File: src/hdl/assert_macros.svh
// Assertion helpers shared by the monitor RTL.
`ifndef ASSERT_MACROS_SVH
`define ASSERT_MACROS_SVH

// Clocked assertion, disabled while in reset.
`define OHP_ASSERT(name, prop, msg) \
  name: assert property (@(posedge clk_i) disable iff (!rst_ni) (prop)) \
    else $error(msg);

// Condition that must never be seen at a clock edge.
`define OHP_NEVER(name, cond, msg) \
  `OHP_ASSERT(name, !(cond), msg)

`endif

File: src/hdl/ohp_pkg.sv
`timescale 1ns / 1ps

package ohp_pkg;

  localparam int unsigned VALUE_W     = 6;
  localparam int unsigned FRAC_W      = 16;
  localparam int unsigned SUM_W       = 38;
  localparam int unsigned OUT_CNT_W   = 32;
  localparam int unsigned QUEUE_DEPTH = 2;
  localparam int unsigned QPTR_W      = 1;
  localparam int unsigned QCNT_W      = 2;

  localparam logic [VALUE_W-1:0] CAP_RESET = 6'd63;

  typedef enum logic [1:0] {
    REQ_SAMPLE = 2'd0,
    REQ_QUERY  = 2'd1,
    REQ_CLEAR  = 2'd2,
    REQ_NONE   = 2'd3
  } ohp_req_e;

  typedef enum logic [1:0] {
    STATUS_OK      = 2'd0,
    STATUS_DROPPED = 2'd1,
    STATUS_BAD_DEN = 2'd2
  } ohp_status_e;

  typedef enum logic [2:0] {
    OP_SAMPLE,
    OP_DROP,
    OP_QUERY,
    OP_BAD_DEN,
    OP_CLEAR,
    OP_NOP
  } ohp_op_e;

  typedef enum logic [3:0] {
    BK_INIT,
    BK_IDLE,
    BK_SREAD,
    BK_MUL,
    BK_DIVGO,
    BK_DIV,
    BK_WALK,
    BK_CLEAR,
    BK_EMIT
  } ohp_bk_state_e;

  typedef struct packed {
    logic [1:0]         req_type;
    logic [VALUE_W-1:0] value;
    logic [FRAC_W-1:0]  numerator;
    logic [FRAC_W-1:0]  denominator;
  } ohp_in_t;

  typedef struct packed {
    logic [1:0]           status;
    logic [VALUE_W-1:0]   percentile_value;
    logic [OUT_CNT_W-1:0] sample_count;
    logic [SUM_W-1:0]     value_sum;
    logic [VALUE_W-1:0]   max_value;
    logic [OUT_CNT_W-1:0] nonzero_count;
    logic [OUT_CNT_W-1:0] full_count;
  } ohp_out_t;

  typedef struct packed {
    ohp_op_e            op;
    logic [VALUE_W-1:0] value;
    logic [FRAC_W-1:0]  numerator;
    logic [FRAC_W-1:0]  denominator;
  } ohp_cmd_t;

  typedef struct packed {
    logic     valid;
    ohp_cmd_t cmd;
  } ohp_head_t;

  typedef struct packed {
    logic pop;
    logic init_busy;
  } ohp_bk_ctl_t;

endpackage

File: src/hdl/ohp_ram.sv
`timescale 1ns / 1ps

module ohp_ram #(
  parameter int unsigned WIDTH = 32,
  parameter int unsigned DEPTH = 64
) (
  input  logic                     clk_i,
  input  logic                     we_i,
  input  logic [$clog2(DEPTH)-1:0] waddr_i,
  input  logic [WIDTH-1:0]         wdata_i,
  input  logic                     re_i,
  input  logic [$clog2(DEPTH)-1:0] raddr_i,
  output logic [WIDTH-1:0]         rdata_o
);

  logic [WIDTH-1:0] mem_q [DEPTH];
  logic [WIDTH-1:0] rdata_q;

  always_ff @(posedge clk_i) begin
    if (we_i) begin
      mem_q[waddr_i] <= wdata_i;
    end
    if (re_i) begin
      rdata_q <= mem_q[raddr_i];
    end
  end

  assign rdata_o = rdata_q;

endmodule

File: src/hdl/ohp_div.sv
`timescale 1ns / 1ps

module ohp_div #(
  parameter int unsigned DVD_W = 48,
  parameter int unsigned DVS_W = 16
) (
  input  logic             clk_i,
  input  logic             rst_ni,
  input  logic             start_i,
  input  logic [DVD_W-1:0] dividend_i,
  input  logic [DVS_W-1:0] divisor_i,
  output logic             busy_o,
  output logic             done_o,
  output logic [DVD_W-1:0] quot_o
);

  localparam int unsigned CNT_W = $clog2(DVD_W + 1);

  logic             busy_q, busy_d;
  logic             done_q, done_d;
  logic [CNT_W-1:0] cnt_q, cnt_d;
  logic [DVD_W-1:0] acc_q, acc_d;
  logic [DVS_W:0]   rem_q, rem_d;
  logic [DVS_W-1:0] dvs_q, dvs_d;
  logic [DVS_W:0]   rem_sh;
  logic             ge;

  // restoring division, one quotient bit per cycle
  assign rem_sh = {rem_q[DVS_W-1:0], acc_q[DVD_W-1]};
  assign ge     = rem_sh >= {1'b0, dvs_q};

  always_comb begin
    busy_d = busy_q;
    done_d = 1'b0;
    cnt_d  = cnt_q;
    acc_d  = acc_q;
    rem_d  = rem_q;
    dvs_d  = dvs_q;
    if (start_i) begin
      busy_d = 1'b1;
      cnt_d  = CNT_W'(DVD_W);
      acc_d  = dividend_i;
      rem_d  = '0;
      dvs_d  = divisor_i;
    end else if (busy_q) begin
      rem_d = ge ? (rem_sh - {1'b0, dvs_q}) : rem_sh;
      acc_d = {acc_q[DVD_W-2:0], ge};
      cnt_d = cnt_q - CNT_W'(1);
      if (cnt_q == CNT_W'(1)) begin
        busy_d = 1'b0;
        done_d = 1'b1;
      end
    end
  end

  always_ff @(posedge clk_i or negedge rst_ni) begin
    if (!rst_ni) begin
      busy_q <= 1'b0;
      done_q <= 1'b0;
      cnt_q  <= '0;
    end else begin
      busy_q <= busy_d;
      done_q <= done_d;
      cnt_q  <= cnt_d;
    end
  end

  always_ff @(posedge clk_i) begin
    acc_q <= acc_d;
    rem_q <= rem_d;
    dvs_q <= dvs_d;
  end

  assign busy_o = busy_q;
  assign done_o = done_q;
  assign quot_o = acc_q;

endmodule

File: src/hdl/ohp_front.sv
`timescale 1ns / 1ps
`include "assert_macros.svh"

module ohp_front
  import ohp_pkg::*;
#(
  parameter int unsigned NUM_BINS = 64
) (
  input  logic               clk_i,
  input  logic               rst_ni,
  input  logic [VALUE_W-1:0] cap_i,
  input  logic               in_valid_i,
  output logic               in_stall_o,
  input  ohp_in_t            in_data_i,
  output ohp_head_t          head_o,
  input  ohp_bk_ctl_t        bk_ctl_i
);

  localparam int unsigned BIN_AW = $clog2(NUM_BINS);
  localparam int unsigned VX_W   = VALUE_W + BIN_AW;

  ohp_cmd_t          q_mem_q [QUEUE_DEPTH];
  logic [QPTR_W-1:0] wr_ptr_q, rd_ptr_q;
  logic [QCNT_W-1:0] q_count_q, q_count_d;
  logic              q_full;
  logic              push;
  logic [VX_W-1:0]   value_vx;
  logic              drop;
  ohp_cmd_t          cmd;

  assign value_vx = VX_W'(in_data_i.value);
  assign drop     = (value_vx > VX_W'(cap_i)) || (value_vx >= VX_W'(NUM_BINS));

  always_comb begin
    cmd.value       = in_data_i.value;
    cmd.numerator   = in_data_i.numerator;
    cmd.denominator = in_data_i.denominator;
    unique case (ohp_req_e'(in_data_i.req_type))
      REQ_SAMPLE: cmd.op = drop ? OP_DROP : OP_SAMPLE;
      REQ_QUERY:  cmd.op = (in_data_i.denominator == '0) ? OP_BAD_DEN : OP_QUERY;
      REQ_CLEAR:  cmd.op = OP_CLEAR;
      REQ_NONE:   cmd.op = OP_NOP;
      default:    cmd.op = OP_NOP;
    endcase
  end

  assign q_full     = q_count_q == QCNT_W'(QUEUE_DEPTH);
  assign in_stall_o = q_full || bk_ctl_i.init_busy;
  assign push       = in_valid_i && !in_stall_o;

  always_comb begin
    q_count_d = q_count_q;
    if (push && !bk_ctl_i.pop) begin
      q_count_d = q_count_q + QCNT_W'(1);
    end else if (!push && bk_ctl_i.pop) begin
      q_count_d = q_count_q - QCNT_W'(1);
    end
  end

  always_ff @(posedge clk_i or negedge rst_ni) begin
    if (!rst_ni) begin
      wr_ptr_q  <= '0;
      rd_ptr_q  <= '0;
      q_count_q <= '0;
    end else begin
      q_count_q <= q_count_d;
      if (push) begin
        wr_ptr_q <= wr_ptr_q + QPTR_W'(1);
      end
      if (bk_ctl_i.pop) begin
        rd_ptr_q <= rd_ptr_q + QPTR_W'(1);
      end
    end
  end

  always_ff @(posedge clk_i) begin
    if (push) begin
      q_mem_q[wr_ptr_q] <= cmd;
    end
  end

  assign head_o.valid = q_count_q != '0;
  assign head_o.cmd   = q_mem_q[rd_ptr_q];

  `OHP_ASSERT(a_pop_nonempty, bk_ctl_i.pop |-> q_count_q != '0, "pop from empty queue")
  `OHP_NEVER(a_push_full, push && q_full, "push into full queue")

endmodule

File: src/hdl/ohp_back.sv
`timescale 1ns / 1ps
`include "assert_macros.svh"

module ohp_back
  import ohp_pkg::*;
#(
  parameter int unsigned NUM_BINS    = 64,
  parameter int unsigned COUNT_WIDTH = 32
) (
  input  logic               clk_i,
  input  logic               rst_ni,
  input  logic [VALUE_W-1:0] cap_i,
  input  ohp_head_t          head_i,
  output ohp_bk_ctl_t        ctl_o,
  output logic               out_valid_o,
  input  logic               out_stall_i,
  output ohp_out_t           out_data_o
);

  localparam int unsigned BIN_AW = $clog2(NUM_BINS);
  localparam int unsigned VX_W   = VALUE_W + BIN_AW;
  localparam int unsigned PROD_W = COUNT_WIDTH + FRAC_W;
  localparam int unsigned SEEN_W = COUNT_WIDTH + BIN_AW;
  localparam logic [VX_W-1:0]   LAST_BIN = VX_W'(NUM_BINS - 1);
  localparam logic [BIN_AW-1:0] SWEEP_END = BIN_AW'(NUM_BINS - 1);

  function automatic logic [COUNT_WIDTH-1:0] sat_inc(input logic [COUNT_WIDTH-1:0] c);
    sat_inc = (&c) ? c : c + COUNT_WIDTH'(1);
  endfunction

  ohp_bk_state_e state_q, state_d;

  logic [BIN_AW-1:0]      sweep_idx_q, sweep_idx_d;
  logic [COUNT_WIDTH-1:0] total_q, total_d;
  logic [SUM_W-1:0]       sum_q, sum_d;
  logic [VALUE_W-1:0]     peak_q, peak_d;
  logic [COUNT_WIDTH-1:0] nz_q, nz_d;
  logic [COUNT_WIDTH-1:0] full_q, full_d;
  logic                   out_valid_q, out_valid_d;
  logic [BIN_AW-1:0]      rd_idx_q, rd_idx_d;
  logic                   rd_pend_q, rd_pend_d;
  logic                   issue_done_q, issue_done_d;

  logic [1:0]             status_q, status_d;
  logic [VALUE_W-1:0]     pval_q, pval_d;
  logic [VALUE_W-1:0]     value_q, value_d;
  logic [FRAC_W-1:0]      num_q, num_d;
  logic [FRAC_W-1:0]      den_q, den_d;
  logic [PROD_W-1:0]      prod_q, prod_d;
  logic [PROD_W-1:0]      rank_q, rank_d;
  logic [SEEN_W-1:0]      seen_q, seen_d;
  logic [BIN_AW-1:0]      chk_idx_q, chk_idx_d;
  ohp_out_t               out_data_q, out_data_d;

  logic                   ram_we, ram_re;
  logic [BIN_AW-1:0]      ram_waddr, ram_raddr;
  logic [COUNT_WIDTH-1:0] ram_wdata, ram_rdata;

  logic                   div_start, div_busy, div_done;
  logic [PROD_W-1:0]      div_quot;
  logic [PROD_W-1:0]      dividend;

  logic [VX_W-1:0]        head_vx, sample_vx, cap_vx, last_vx;
  logic [BIN_AW-1:0]      last_idx;
  logic [SEEN_W-1:0]      seen_sum;
  logic                   walk_hit, walk_end;
  logic                   out_free;
  logic [SUM_W:0]         sum_add;

  assign head_vx   = VX_W'(head_i.cmd.value);
  assign sample_vx = VX_W'(value_q);
  assign cap_vx    = VX_W'(cap_i);
  assign last_vx   = (cap_vx < LAST_BIN) ? cap_vx : LAST_BIN;
  assign last_idx  = last_vx[BIN_AW-1:0];

  assign seen_sum  = seen_q + SEEN_W'(ram_rdata);
  assign walk_hit  = rd_pend_q && (PROD_W'(seen_sum) >= rank_q);
  assign walk_end  = rd_pend_q && (chk_idx_q == last_idx);
  assign out_free  = !out_valid_q || !out_stall_i;
  assign sum_add   = {1'b0, sum_q} + (SUM_W + 1)'(value_q);
  assign dividend  = prod_q + PROD_W'(den_q) - PROD_W'(1);

  always_comb begin
    state_d = state_q;
    unique case (state_q)
      BK_INIT: begin
        if (sweep_idx_q == SWEEP_END) state_d = BK_IDLE;
      end
      BK_IDLE: begin
        if (head_i.valid) begin
          unique case (head_i.cmd.op)
            OP_SAMPLE: state_d = BK_SREAD;
            OP_QUERY:  state_d = (total_q == '0) ? BK_EMIT : BK_MUL;
            OP_CLEAR:  state_d = BK_CLEAR;
            default:   state_d = BK_EMIT;
          endcase
        end
      end
      BK_SREAD: state_d = BK_EMIT;
      BK_MUL:   state_d = BK_DIVGO;
      BK_DIVGO: state_d = BK_DIV;
      BK_DIV: begin
        if (div_done) state_d = BK_WALK;
      end
      BK_WALK: begin
        if (walk_hit || walk_end) state_d = BK_EMIT;
      end
      BK_CLEAR: begin
        if (sweep_idx_q == SWEEP_END) state_d = BK_EMIT;
      end
      BK_EMIT: begin
        if (out_free) state_d = BK_IDLE;
      end
      default: state_d = BK_IDLE;
    endcase
  end

  always_comb begin
    sweep_idx_d  = sweep_idx_q;
    total_d      = total_q;
    sum_d        = sum_q;
    peak_d       = peak_q;
    nz_d         = nz_q;
    full_d       = full_q;
    rd_idx_d     = rd_idx_q;
    rd_pend_d    = rd_pend_q;
    issue_done_d = issue_done_q;
    status_d     = status_q;
    pval_d       = pval_q;
    value_d      = value_q;
    num_d        = num_q;
    den_d        = den_q;
    prod_d       = prod_q;
    rank_d       = rank_q;
    seen_d       = seen_q;
    chk_idx_d    = chk_idx_q;
    out_valid_d  = out_valid_q && out_stall_i;
    out_data_d   = out_data_q;
    ram_we       = 1'b0;
    ram_waddr    = sweep_idx_q;
    ram_wdata    = '0;
    ram_re       = 1'b0;
    ram_raddr    = rd_idx_q;
    div_start    = 1'b0;
    ctl_o.pop       = 1'b0;
    ctl_o.init_busy = state_q == BK_INIT;

    unique case (state_q)
      BK_INIT, BK_CLEAR: begin
        ram_we      = 1'b1;
        sweep_idx_d = (sweep_idx_q == SWEEP_END) ? '0 : sweep_idx_q + BIN_AW'(1);
      end
      BK_IDLE: begin
        if (head_i.valid) begin
          ctl_o.pop = 1'b1;
          value_d   = head_i.cmd.value;
          num_d     = head_i.cmd.numerator;
          den_d     = head_i.cmd.denominator;
          status_d  = STATUS_OK;
          pval_d    = '0;
          unique case (head_i.cmd.op)
            OP_SAMPLE: begin
              ram_re    = 1'b1;
              ram_raddr = head_vx[BIN_AW-1:0];
            end
            OP_DROP:    status_d = STATUS_DROPPED;
            OP_BAD_DEN: status_d = STATUS_BAD_DEN;
            OP_CLEAR: begin
              total_d     = '0;
              sum_d       = '0;
              peak_d      = '0;
              nz_d        = '0;
              full_d      = '0;
              sweep_idx_d = '0;
            end
            default: ;
          endcase
        end
      end
      BK_SREAD: begin
        ram_we    = 1'b1;
        ram_waddr = sample_vx[BIN_AW-1:0];
        ram_wdata = sat_inc(ram_rdata);
        total_d   = sat_inc(total_q);
        sum_d     = sum_add[SUM_W] ? '1 : sum_add[SUM_W-1:0];
        if (value_q > peak_q) peak_d = value_q;
        if (value_q != '0) nz_d = sat_inc(nz_q);
        if ((cap_i != '0) && (value_q == cap_i)) full_d = sat_inc(full_q);
      end
      BK_MUL: prod_d = total_q * num_q;
      BK_DIVGO: div_start = 1'b1;
      BK_DIV: begin
        if (div_done) begin
          rank_d       = div_quot;
          rd_idx_d     = '0;
          rd_pend_d    = 1'b0;
          issue_done_d = 1'b0;
          seen_d       = '0;
        end
      end
      BK_WALK: begin
        // bin reads run one ahead of the running total
        rd_pend_d = 1'b0;
        if (!issue_done_q) begin
          ram_re    = 1'b1;
          chk_idx_d = rd_idx_q;
          rd_pend_d = 1'b1;
          if (rd_idx_q == last_idx) begin
            issue_done_d = 1'b1;
          end else begin
            rd_idx_d = rd_idx_q + BIN_AW'(1);
          end
        end
        if (rd_pend_q) seen_d = seen_sum;
        if (walk_hit) begin
          pval_d = VALUE_W'(chk_idx_q);
        end else if (walk_end) begin
          pval_d = cap_i;
        end
      end
      BK_EMIT: begin
        if (out_free) begin
          out_valid_d                 = 1'b1;
          out_data_d.status           = status_q;
          out_data_d.percentile_value = pval_q;
          out_data_d.sample_count     = OUT_CNT_W'(total_q);
          out_data_d.value_sum        = sum_q;
          out_data_d.max_value        = peak_q;
          out_data_d.nonzero_count    = OUT_CNT_W'(nz_q);
          out_data_d.full_count       = OUT_CNT_W'(full_q);
        end
      end
      default: ;
    endcase
  end

  always_ff @(posedge clk_i or negedge rst_ni) begin
    if (!rst_ni) begin
      state_q      <= BK_INIT;
      sweep_idx_q  <= '0;
      total_q      <= '0;
      sum_q        <= '0;
      peak_q       <= '0;
      nz_q         <= '0;
      full_q       <= '0;
      out_valid_q  <= 1'b0;
      rd_idx_q     <= '0;
      rd_pend_q    <= 1'b0;
      issue_done_q <= 1'b0;
    end else begin
      state_q      <= state_d;
      sweep_idx_q  <= sweep_idx_d;
      total_q      <= total_d;
      sum_q        <= sum_d;
      peak_q       <= peak_d;
      nz_q         <= nz_d;
      full_q       <= full_d;
      out_valid_q  <= out_valid_d;
      rd_idx_q     <= rd_idx_d;
      rd_pend_q    <= rd_pend_d;
      issue_done_q <= issue_done_d;
    end
  end

  always_ff @(posedge clk_i) begin
    status_q   <= status_d;
    pval_q     <= pval_d;
    value_q    <= value_d;
    num_q      <= num_d;
    den_q      <= den_d;
    prod_q     <= prod_d;
    rank_q     <= rank_d;
    seen_q     <= seen_d;
    chk_idx_q  <= chk_idx_d;
    out_data_q <= out_data_d;
  end

  ohp_ram #(
    .WIDTH(COUNT_WIDTH),
    .DEPTH(NUM_BINS)
  ) u_bins (
    .clk_i  (clk_i),
    .we_i   (ram_we),
    .waddr_i(ram_waddr),
    .wdata_i(ram_wdata),
    .re_i   (ram_re),
    .raddr_i(ram_raddr),
    .rdata_o(ram_rdata)
  );

  ohp_div #(
    .DVD_W(PROD_W),
    .DVS_W(FRAC_W)
  ) u_div (
    .clk_i     (clk_i),
    .rst_ni    (rst_ni),
    .start_i   (div_start),
    .dividend_i(dividend),
    .divisor_i (den_q),
    .busy_o    (div_busy),
    .done_o    (div_done),
    .quot_o    (div_quot)
  );

  assign out_valid_o = out_valid_q;
  assign out_data_o  = out_data_q;

  `OHP_ASSERT(a_nz_le_total, nz_q <= total_q, "nonzero count above sample count")
  `OHP_ASSERT(a_full_le_nz, full_q <= nz_q, "full count above nonzero count")
  `OHP_ASSERT(a_div_idle, div_start |-> !div_busy, "divider restarted while busy")
  `OHP_ASSERT(a_walk_bound, (state_q == BK_WALK) && ram_re |-> rd_idx_q <= last_idx,
              "walk read past last bin")

endmodule

File: src/hdl/occupancy_histogram_percentile_top.sv
`timescale 1ns / 1ps
// channel  | dir | handshake                | payload
// config   | in  | cfg_we_i                 | cfg_data_i (capacity)
// request  | in  | in_valid_i / in_stall_o  | in_data_i (ohp_in_t)
// result   | out | out_valid_o / out_stall_i| out_data_o (ohp_out_t)
//
// Sample: bin RAM read, update, result. Drop, bad denominator, other: result only.
// Query: multiply, then the bit-serial divider, then the one-bin-per-cycle walk of the
//   bin RAM; straight to the result when no samples are held.
//   Clear: every bin is written to zero, then the result.
// After reset the bin RAM is swept to zero, and in_stall_o is high during the sweep.
// A two-entry request queue sits ahead of the executor; the result register
//   holds while out_stall_i is high.

module occupancy_histogram_percentile_top
  import ohp_pkg::*;
#(
  parameter int unsigned NUM_BINS    = 64,
  parameter int unsigned COUNT_WIDTH = 32
) (
  input  logic               clk_i,
  input  logic               rst_ni,
  input  logic               cfg_we_i,
  input  logic [VALUE_W-1:0] cfg_data_i,
  input  logic               in_valid_i,
  output logic               in_stall_o,
  input  ohp_in_t            in_data_i,
  output logic               out_valid_o,
  input  logic               out_stall_i,
  output ohp_out_t           out_data_o
);

  logic [VALUE_W-1:0] cap_q;
  ohp_head_t          head;
  ohp_bk_ctl_t        bk_ctl;

  always_ff @(posedge clk_i or negedge rst_ni) begin
    if (!rst_ni) begin
      cap_q <= CAP_RESET;
    end else if (cfg_we_i) begin
      cap_q <= cfg_data_i;
    end
  end

  ohp_front #(
    .NUM_BINS(NUM_BINS)
  ) u_front (
    .clk_i     (clk_i),
    .rst_ni    (rst_ni),
    .cap_i     (cap_q),
    .in_valid_i(in_valid_i),
    .in_stall_o(in_stall_o),
    .in_data_i (in_data_i),
    .head_o    (head),
    .bk_ctl_i  (bk_ctl)
  );

  ohp_back #(
    .NUM_BINS   (NUM_BINS),
    .COUNT_WIDTH(COUNT_WIDTH)
  ) u_back (
    .clk_i      (clk_i),
    .rst_ni     (rst_ni),
    .cap_i      (cap_q),
    .head_i     (head),
    .ctl_o      (bk_ctl),
    .out_valid_o(out_valid_o),
    .out_stall_i(out_stall_i),
    .out_data_o (out_data_o)
  );

endmodule
File: config.mk
export PLATFORM = sky130hd
export DESIGN_NAME = occupancy_histogram_percentile_top
export DESIGN_NICKNAME = d
export VERILOG_FILES = /design/src/hdl/ohp_pkg.sv /design/src/hdl/ohp_ram.sv /design/src/hdl/ohp_div.sv /design/src/hdl/ohp_front.sv /design/src/hdl/ohp_back.sv /design/src/hdl/occupancy_histogram_percentile_top.sv
export VERILOG_INCLUDE_DIRS = /design/src /design/src/hdl
export SDC_FILE = /design/constraint.sdc
export NUM_CORES = 2
export LEC_CHECK = 0
export ABC_CLOCK_PERIOD_IN_PS = 9000
export BUFFER_PORTS_ARGS = -buffer_cell sky130_fd_sc_hd__buf_2
export CORE_MARGIN = 4
export CORE_UTILIZATION = 51
export DETAILED_ROUTE_END_ITERATION = 6
export PLACE_DENSITY = 0.8
export SLEW_MARGIN = 20
export SYNTH_ARGS = -nofsm -noshare
export SYNTH_HDL_FRONTEND = slang
export SYNTH_SLANG_ARGS = --single-unit
File: constraint.sdc
create_clock -name clk_i -period 9 [get_ports clk_i]
set_clock_uncertainty 0.05 [all_clocks]
set_input_delay 0.9 -clock clk_i [delete_from_list [all_inputs] [get_ports clk_i]]
set_output_delay 0.9 -clock clk_i [all_outputs]
set_load 0.005 [all_outputs]
; ---- Word-level counts from Yosys, hierarchy flattened
; Memory sizes are Yosys's and may differ from the RTL's. A register that Yosys moved wholly into a read port is not among the register bits.
; Index checks and enable logic that the tools add are counted.
[op_classes]
mul = 1
magnitude_cmp = 6
shift = 0
add_sub_neg = 16
n_div = 0
muxes = 83
eq_ne = 38
n_reduce_logical = 51
bitwise_logic = 1
[ops]
columns = cell, count
row1 = 32-bit 2-to-1 mux, 9
row2 = 32-bit one-hot mux with 2 select lines, 3
row3 = 38-bit 2-to-1 mux, 5
row4 = 38-bit one-hot mux with 2 select lines, 2
row5 = "32-bit by 1-bit adder with 32-bit output, second input constant", 4
row6 = 32-bit AND reduction, 4
row7 = 6-bit 2-to-1 mux, 17
row8 = 48-bit 2-to-1 mux, 2
row9 = 48-bit by 16-bit adder with 48-bit output, 1
row10 = 38-bit by 48-bit >= comparator with 1-bit output, 1
row11 = 32-bit by 16-bit multiplier with 48-bit output, 1
row12 = 6-bit one-hot mux with 2 select lines, 4
row13 = "48-bit by 1-bit subtractor with 48-bit output, second input constant", 1
row14 = 38-bit by 6-bit adder with 39-bit output, 1
row15 = 38-bit by 32-bit adder with 38-bit output, 1
row16 = 4-bit one-hot mux with 9 select lines, 1
row17 = 32-bit zero test, 1
row18 = 4-bit 2-to-1 mux, 7
row19 = 1-bit 2-to-1 mux, 24
row20 = 6-bit equality test, 3
row21 = 17-bit by 16-bit >= comparator with 1-bit output, 1
row22 = "4-bit by 3-bit equality test with 1-bit output, second input constant", 4
row23 = 16-bit zero test, 1
row24 = 16-bit 2-to-1 mux, 1
row25 = other kinds (43), 97
[word_totals]
mem_bits_rw = 2130
word_cells = 235
ff_bits = 591
romBits = 0
in_bits = 51
out_inout_bits = 150
latchBits = 0
mem_count = 2
[memory_table]
columns = memory, words, word_bits, read_ports, rd_ports_with_merged_regs, wr, line
row1 = u_back.u_bins.mem_q, 64, 32, 1, 1, 1, ohp_ram.sv:16  ; logic [WIDTH-1:0] mem_q [DEPTH];
row2 = u_front.q_mem_q, 2, 41, 1, 0, 1, ohp_front.sv:22  ; ohp_cmd_t q_mem_q [QUEUE_DEPTH];

; ---- Longest topological paths before layout
[depth]
depth_word = 8
ltp_mapped = 26

; ---- Cells and area by module
; Synthesis repeated with hierarchy kept, for this count alone.
[hier_totals]
hier_cells = 8133
area_unflattened_um2 = 128988.7
[modules_own_cells]
columns = module, area_per_inst_um2, seq_area_each_um2, cells_each, instances
row1 = ohp_ram, 78838.1, 62459.9, 3324, 1
row2 = ohp_back, 41966.5, 14008.4, 4250, 1
row3 = ohp_div, 4546.9, 2442.3, 368, 1
row4 = ohp_front, 3378.2, 2562.5, 178, 1
row5 = occupancy_histogram_percentile_top, 259.0, 157.7, 13, 1

; ---- Worst setup path after synthesis
; No wires, ideal clock.
[synth_path]
kind = register to register
startpoint = register u_back.state_q[1]
endpoint = register u_back.out_data_q (netlist bit u_back.out_data_o[0]), enable pin
arrival_ps = 8076
stages_incl_launch_ff = 5
setup_time_ps = 704
slack_ps = 170
cell_sequence = dfrtp_1 > clkbuf_1 > nor2_1 > nand3b_1 > a21oi_1
[synth_via]
elab_chain_len = 2
[synth_lines]
columns = element, line
row1 = start: declaration, ohp_back.sv:31  ; ohp_bk_state_e state_q, state_d;
row2 = start signal: assignment, ohp_back.sv:251  ; state_q <= state_d;
row3 = 4-bit equality test, ohp_back.sv:148  ; unique case (state_q)
row4 = 2-bit AND reduction (no line), n/a
row5 = end signal: assignment, ohp_back.sv:275  ; out_data_q <= out_data_d;
row6 = end: declaration, ohp_back.sv:53  ; ohp_out_t out_data_q, out_data_d;
; No other way between the ends.
; A chain may end at the register's enable or synchronous reset.

; ---- Worst setup path in the final report
[layout_path]
startpoint = register u_back.num_q[7]
endpoint = register u_back.prod_q[44] (data pin)
[layout_via]
elab_chain_len = 1
[layout_lines]
columns = element, line
row1 = start: declaration, ohp_back.sv:47  ; logic [FRAC_W-1:0] num_q, num_d;
row2 = start signal: assignment, ohp_back.sv:269  ; num_q <= num_d;
row3 = 32-bit by 16-bit multiplier with 48-bit output, ohp_back.sv:190  ; BK_MUL: prod_d = total_q * num_q;
row4 = end signal: assignment, ohp_back.sv:271  ; prod_q <= prod_d;
row5 = end: declaration, ohp_back.sv:49  ; logic [PROD_W-1:0] prod_q, prod_d;
; No other way between the ends.

==> results_dict.tcl <==
set metrics [dict create \
    violations "DRC" \
    report.final.slew_viol_count 0 \
    viasPerCell 6.212 \
    cts_tree "yes" \
    pin_count 201 \
    power.leakage_nw 55.38 \
    crit_fanout 21 \
    cts.sinks 2753 \
    ctsResizeCount 0 \
    postSynthCellCount 10990 \
    layout_commonest_cell "edfxtp_1" \
    holdWs_ns 0.09944 \
    period_share_pct 84.37 \
    grt.overflow.total 0 \
    synth_flop_cell "edfxtp_1" \
    start_util_pct 51.41 \
    yosys_warnings 0 \
    synth_seq_cells 2753 \
    fin_area_um2 146200 \
    yosysUniqueCellTypes 85 \
    hold_viol 0 \
    dp_cells 14220 \
    max_stage_delay_ns 1.00 \
    syn_avg_cell_area_um2 11.92 \
    grt_use_total_pct 28.14 \
    worst_setup_path_start_kind "flip-flop" \
    grt_start_max_net_pins 137 \
    yosysSeqAreaShare_pct 62.31 \
    peakVddDrop_v 0.0002757 \
    place_hpwl_mm 229.9 \
    crit_family "adder cells" \
    netlist_area_um2 131000 \
    min_period_ns 7.593 \
    rows 185 \
    power.density_nw_per_um2 274.0 \
    cts_max_path_buffers 4 \
    worstPathRequired_ns 9.59 \
    final_cell_mix "edfxtp_1 (2,560), nand2_1 (2,497), nand3_1 (1,022), inv_1 (671), a21oi_1 (656)" \
    grt_pass1_wl_mm 562.7 \
    nNetsFinal 11920 \
    drive_gt1_share_pct 9.938 \
    antenna_found_initial 19 \
    cts_buffers 292 \
    portBuffers 200 \
    grt_pass1_vias 90780 \
    setup_viol 0 \
    worstHoldPathType "input pin to asynchronous set/reset pin" \
    die-area_um2 265100 \
    die_h_um 514.8 \
    clk_pin_slew_ns 0.06 \
    ant_nets 0 \
    place_congestion 0.9857 \
    first_iter_violations 13040 \
    fp.dieW_um 514.8 \
    drt-pass1-iter-count 7 \
    cts_root_buf "clkbuf_16" \
    placed_cell_area_um2 136800 \
    drcViolationCount 16 \
    syn_nets 11760 \
    critPathSlowestCell "edfxtp_1" \
    hold_buffers 0 \
    crit_buf_inv 6 \
    async_flop_share_pct 6.429 \
    crit_arrival_ns 8.18 \
    status "complete, but fails checks" \
    worst_pin_slew_ns 1.352 \
    fin_cells 14740 \
    areaGrowthSynthToFinish_pct 11.60 \
    rsz0062_at_grt "no" \
    relSlewSlack_pct 9.336 \
    max_clock_freq_mhz 131.7 \
    htreeDepth 5 \
    path_cells "buf_4 > nand2_1 > fa_1 > inv_1 > fa_1 > inv_1 > fa_1 > inv_1 > fa_1 > fa_1 > inv_1 > fa_1 > inv_1 > ha_1 > nand4_1 > o31ai_1 > a31oi_1 > nor4_1 > o211ai_1 > a21oi_1 > a41oi_1 > xnor2_1" \
    max_cap_viol_count 0 \
    vias 91540 \
    clk_latency_ns 0.97 \
    wl_per_cell_um 25.80 \
    postCtsSetupRepairBufs 0 \
    endpoint_kind "flip-flop" \
    place_ws_ns 1.531 \
    final_util_pct 57.37 \
    fin_ws_ns 1.407 \
    critical_path_class "flip-flop to flip-flop" \
    synth_edf_count 2560 \
    fin_tns_setup_ns 0 \
    cpMostUsedCell "fa_1" \
    coreArea_um2 254900 \
    drt_wl_total_mm 380.2 \
    p_total_mw 40.06 \
]
[synth_stat cells, types with 18 or more instances]
library cell | n | area (um2)
edfxtp_1 | 2560 | 76870
nand2_1 | 2502 | 9392
nand3_1 | 1022 | 5115
inv_1 | 674 | 2530
a21oi_1 | 660 | 3303
fa_1 | 422 | 8448
nor2_1 | 357 | 1340
clkbuf_1 | 351 | 1318
ha_1 | 296 | 3704
and2_1 | 290 | 1814
o21ai_0 | 181 | 905.9
buf_2 | 173 | 865.8
dfrtp_1 | 171 | 4279
nor4_1 | 139 | 869.6
xor2_1 | 130 | 1139
xnor2_1 | 129 | 1130
nand4_1 | 96 | 600.6
a21o_1 | 78 | 585.6
nor3_1 | 63 | 315.3
mux4_2 | 56 | 1261
mux2_2 | 49 | 551.8
and3_1 | 41 | 256.5
nor2b_1 | 40 | 250.2
a211oi_1 | 39 | 292.8
buf_1 | 38 | 142.6
a31oi_1 | 34 | 212.7
or3_1 | 33 | 206.5
mux2i_1 | 30 | 300.3
nand2b_1 | 30 | 187.7
o21bai_1 | 28 | 210.2
and4_1 | 25 | 219.0
o21a_1 | 18 | 135.1
[area by class of cell]
class,count,area [um2]
sequential,2753,81630
antenna,10,25.02
timing repair buffer,442,3153
tap,3366,4212
inverter,674,2532
multi-input combinational,6984,45400
clock inverter,159,1598
fill,18890,108600
clock buffer,348,7662
[cells by family after synthesis]
family | Yosys count | synth area share, %
AO/OA/AOI/OAI | 1177 | 5.207
XOR/XNOR | 259 | 1.731
adder cells (fa/ha/maj) | 718 | 9.275
buffers and inverters | 1253 | 3.815
flip-flops | 2753 | 62.31
multiplexers | 137 | 1.632
AND/OR/NAND/NOR | 4693 | 16.03
[worst reg2reg max path, stage by stage, from the launching register on]
cell and delay, ns:
edfxtp_1 1.00, buf_4 0.36, nand2_1 0.11, fa_1 0.57
inv_1 0.05, fa_1 0.39, inv_1 0.08, fa_1 0.41
inv_1 0.09, fa_1 0.41, fa_1 0.50, inv_1 0.05
fa_1 0.48, inv_1 0.05, ha_1 0.34, nand4_1 0.16
o31ai_1 0.45, a31oi_1 0.19, nor4_1 0.62, o211ai_1 0.22
a21oi_1 0.37, a41oi_1 0.20, xnor2_1 0.15
[per-layer routing]
metal	routed length, um	up-vias	track usage [%]	part of all wire [%]
met5	41	-	0	0.011
met4	28540	8	17.87	7.5
met3	48960	1523	7.359	13
met2	174200	6845	44.09	46
met1	128500	44410	34.87	34
li1	-	38760	-	-
[where the power goes]
| group | internal (mW) | switching (mW) |
|---|---|---|
| Clock | 6.95 | 4.88 |
| Sequential | 15.1 | 0.569 |
| Combinational | 3.68 | 8.88 |
[worst paths after layout]
check                      cells after the start                    start  slack, ns                      to
max reg2reg                                   22          u_back.num_q[7]       1.41       u_back.prod_q[44]
max                                           22          u_back.num_q[7]       1.41       u_back.prod_q[44]
min reg2reg                                    0  u_back.u_div.quot_o[45]       0.37       u_back.rank_q[45]
min                                            1                   rst_ni        0.1        u_back.full_q[7]
max in group asynchronous                      2                   rst_ni       7.16       u_back.total_q[1]
min in group clk_i                             1            in_data_i[29]       0.11  u_front.q_mem_q[1][29]
[sequential cells by signal (all words and copies together), names as in the netlist, 32 cells and up]
| signal | flops |
|---|---|
| u_back.u_div.quot_o | 48 |
| u_back.prod_q | 48 |
| u_back.total_q | 32 |
| u_back.nz_q | 32 |
| u_back.seen_q | 38 |
| u_back.u_bins.rdata_o | 32 |
| u_back.u_bins.mem_q | 2048 |
| u_back.rank_q | 48 |
| u_back.full_q | 32 |
| u_front.q_mem_q | 82 |
| u_back.sum_q | 38 |
| u_back.out_data_o | 148 |
Note: power is estimated with default switching activity, not from simulation.
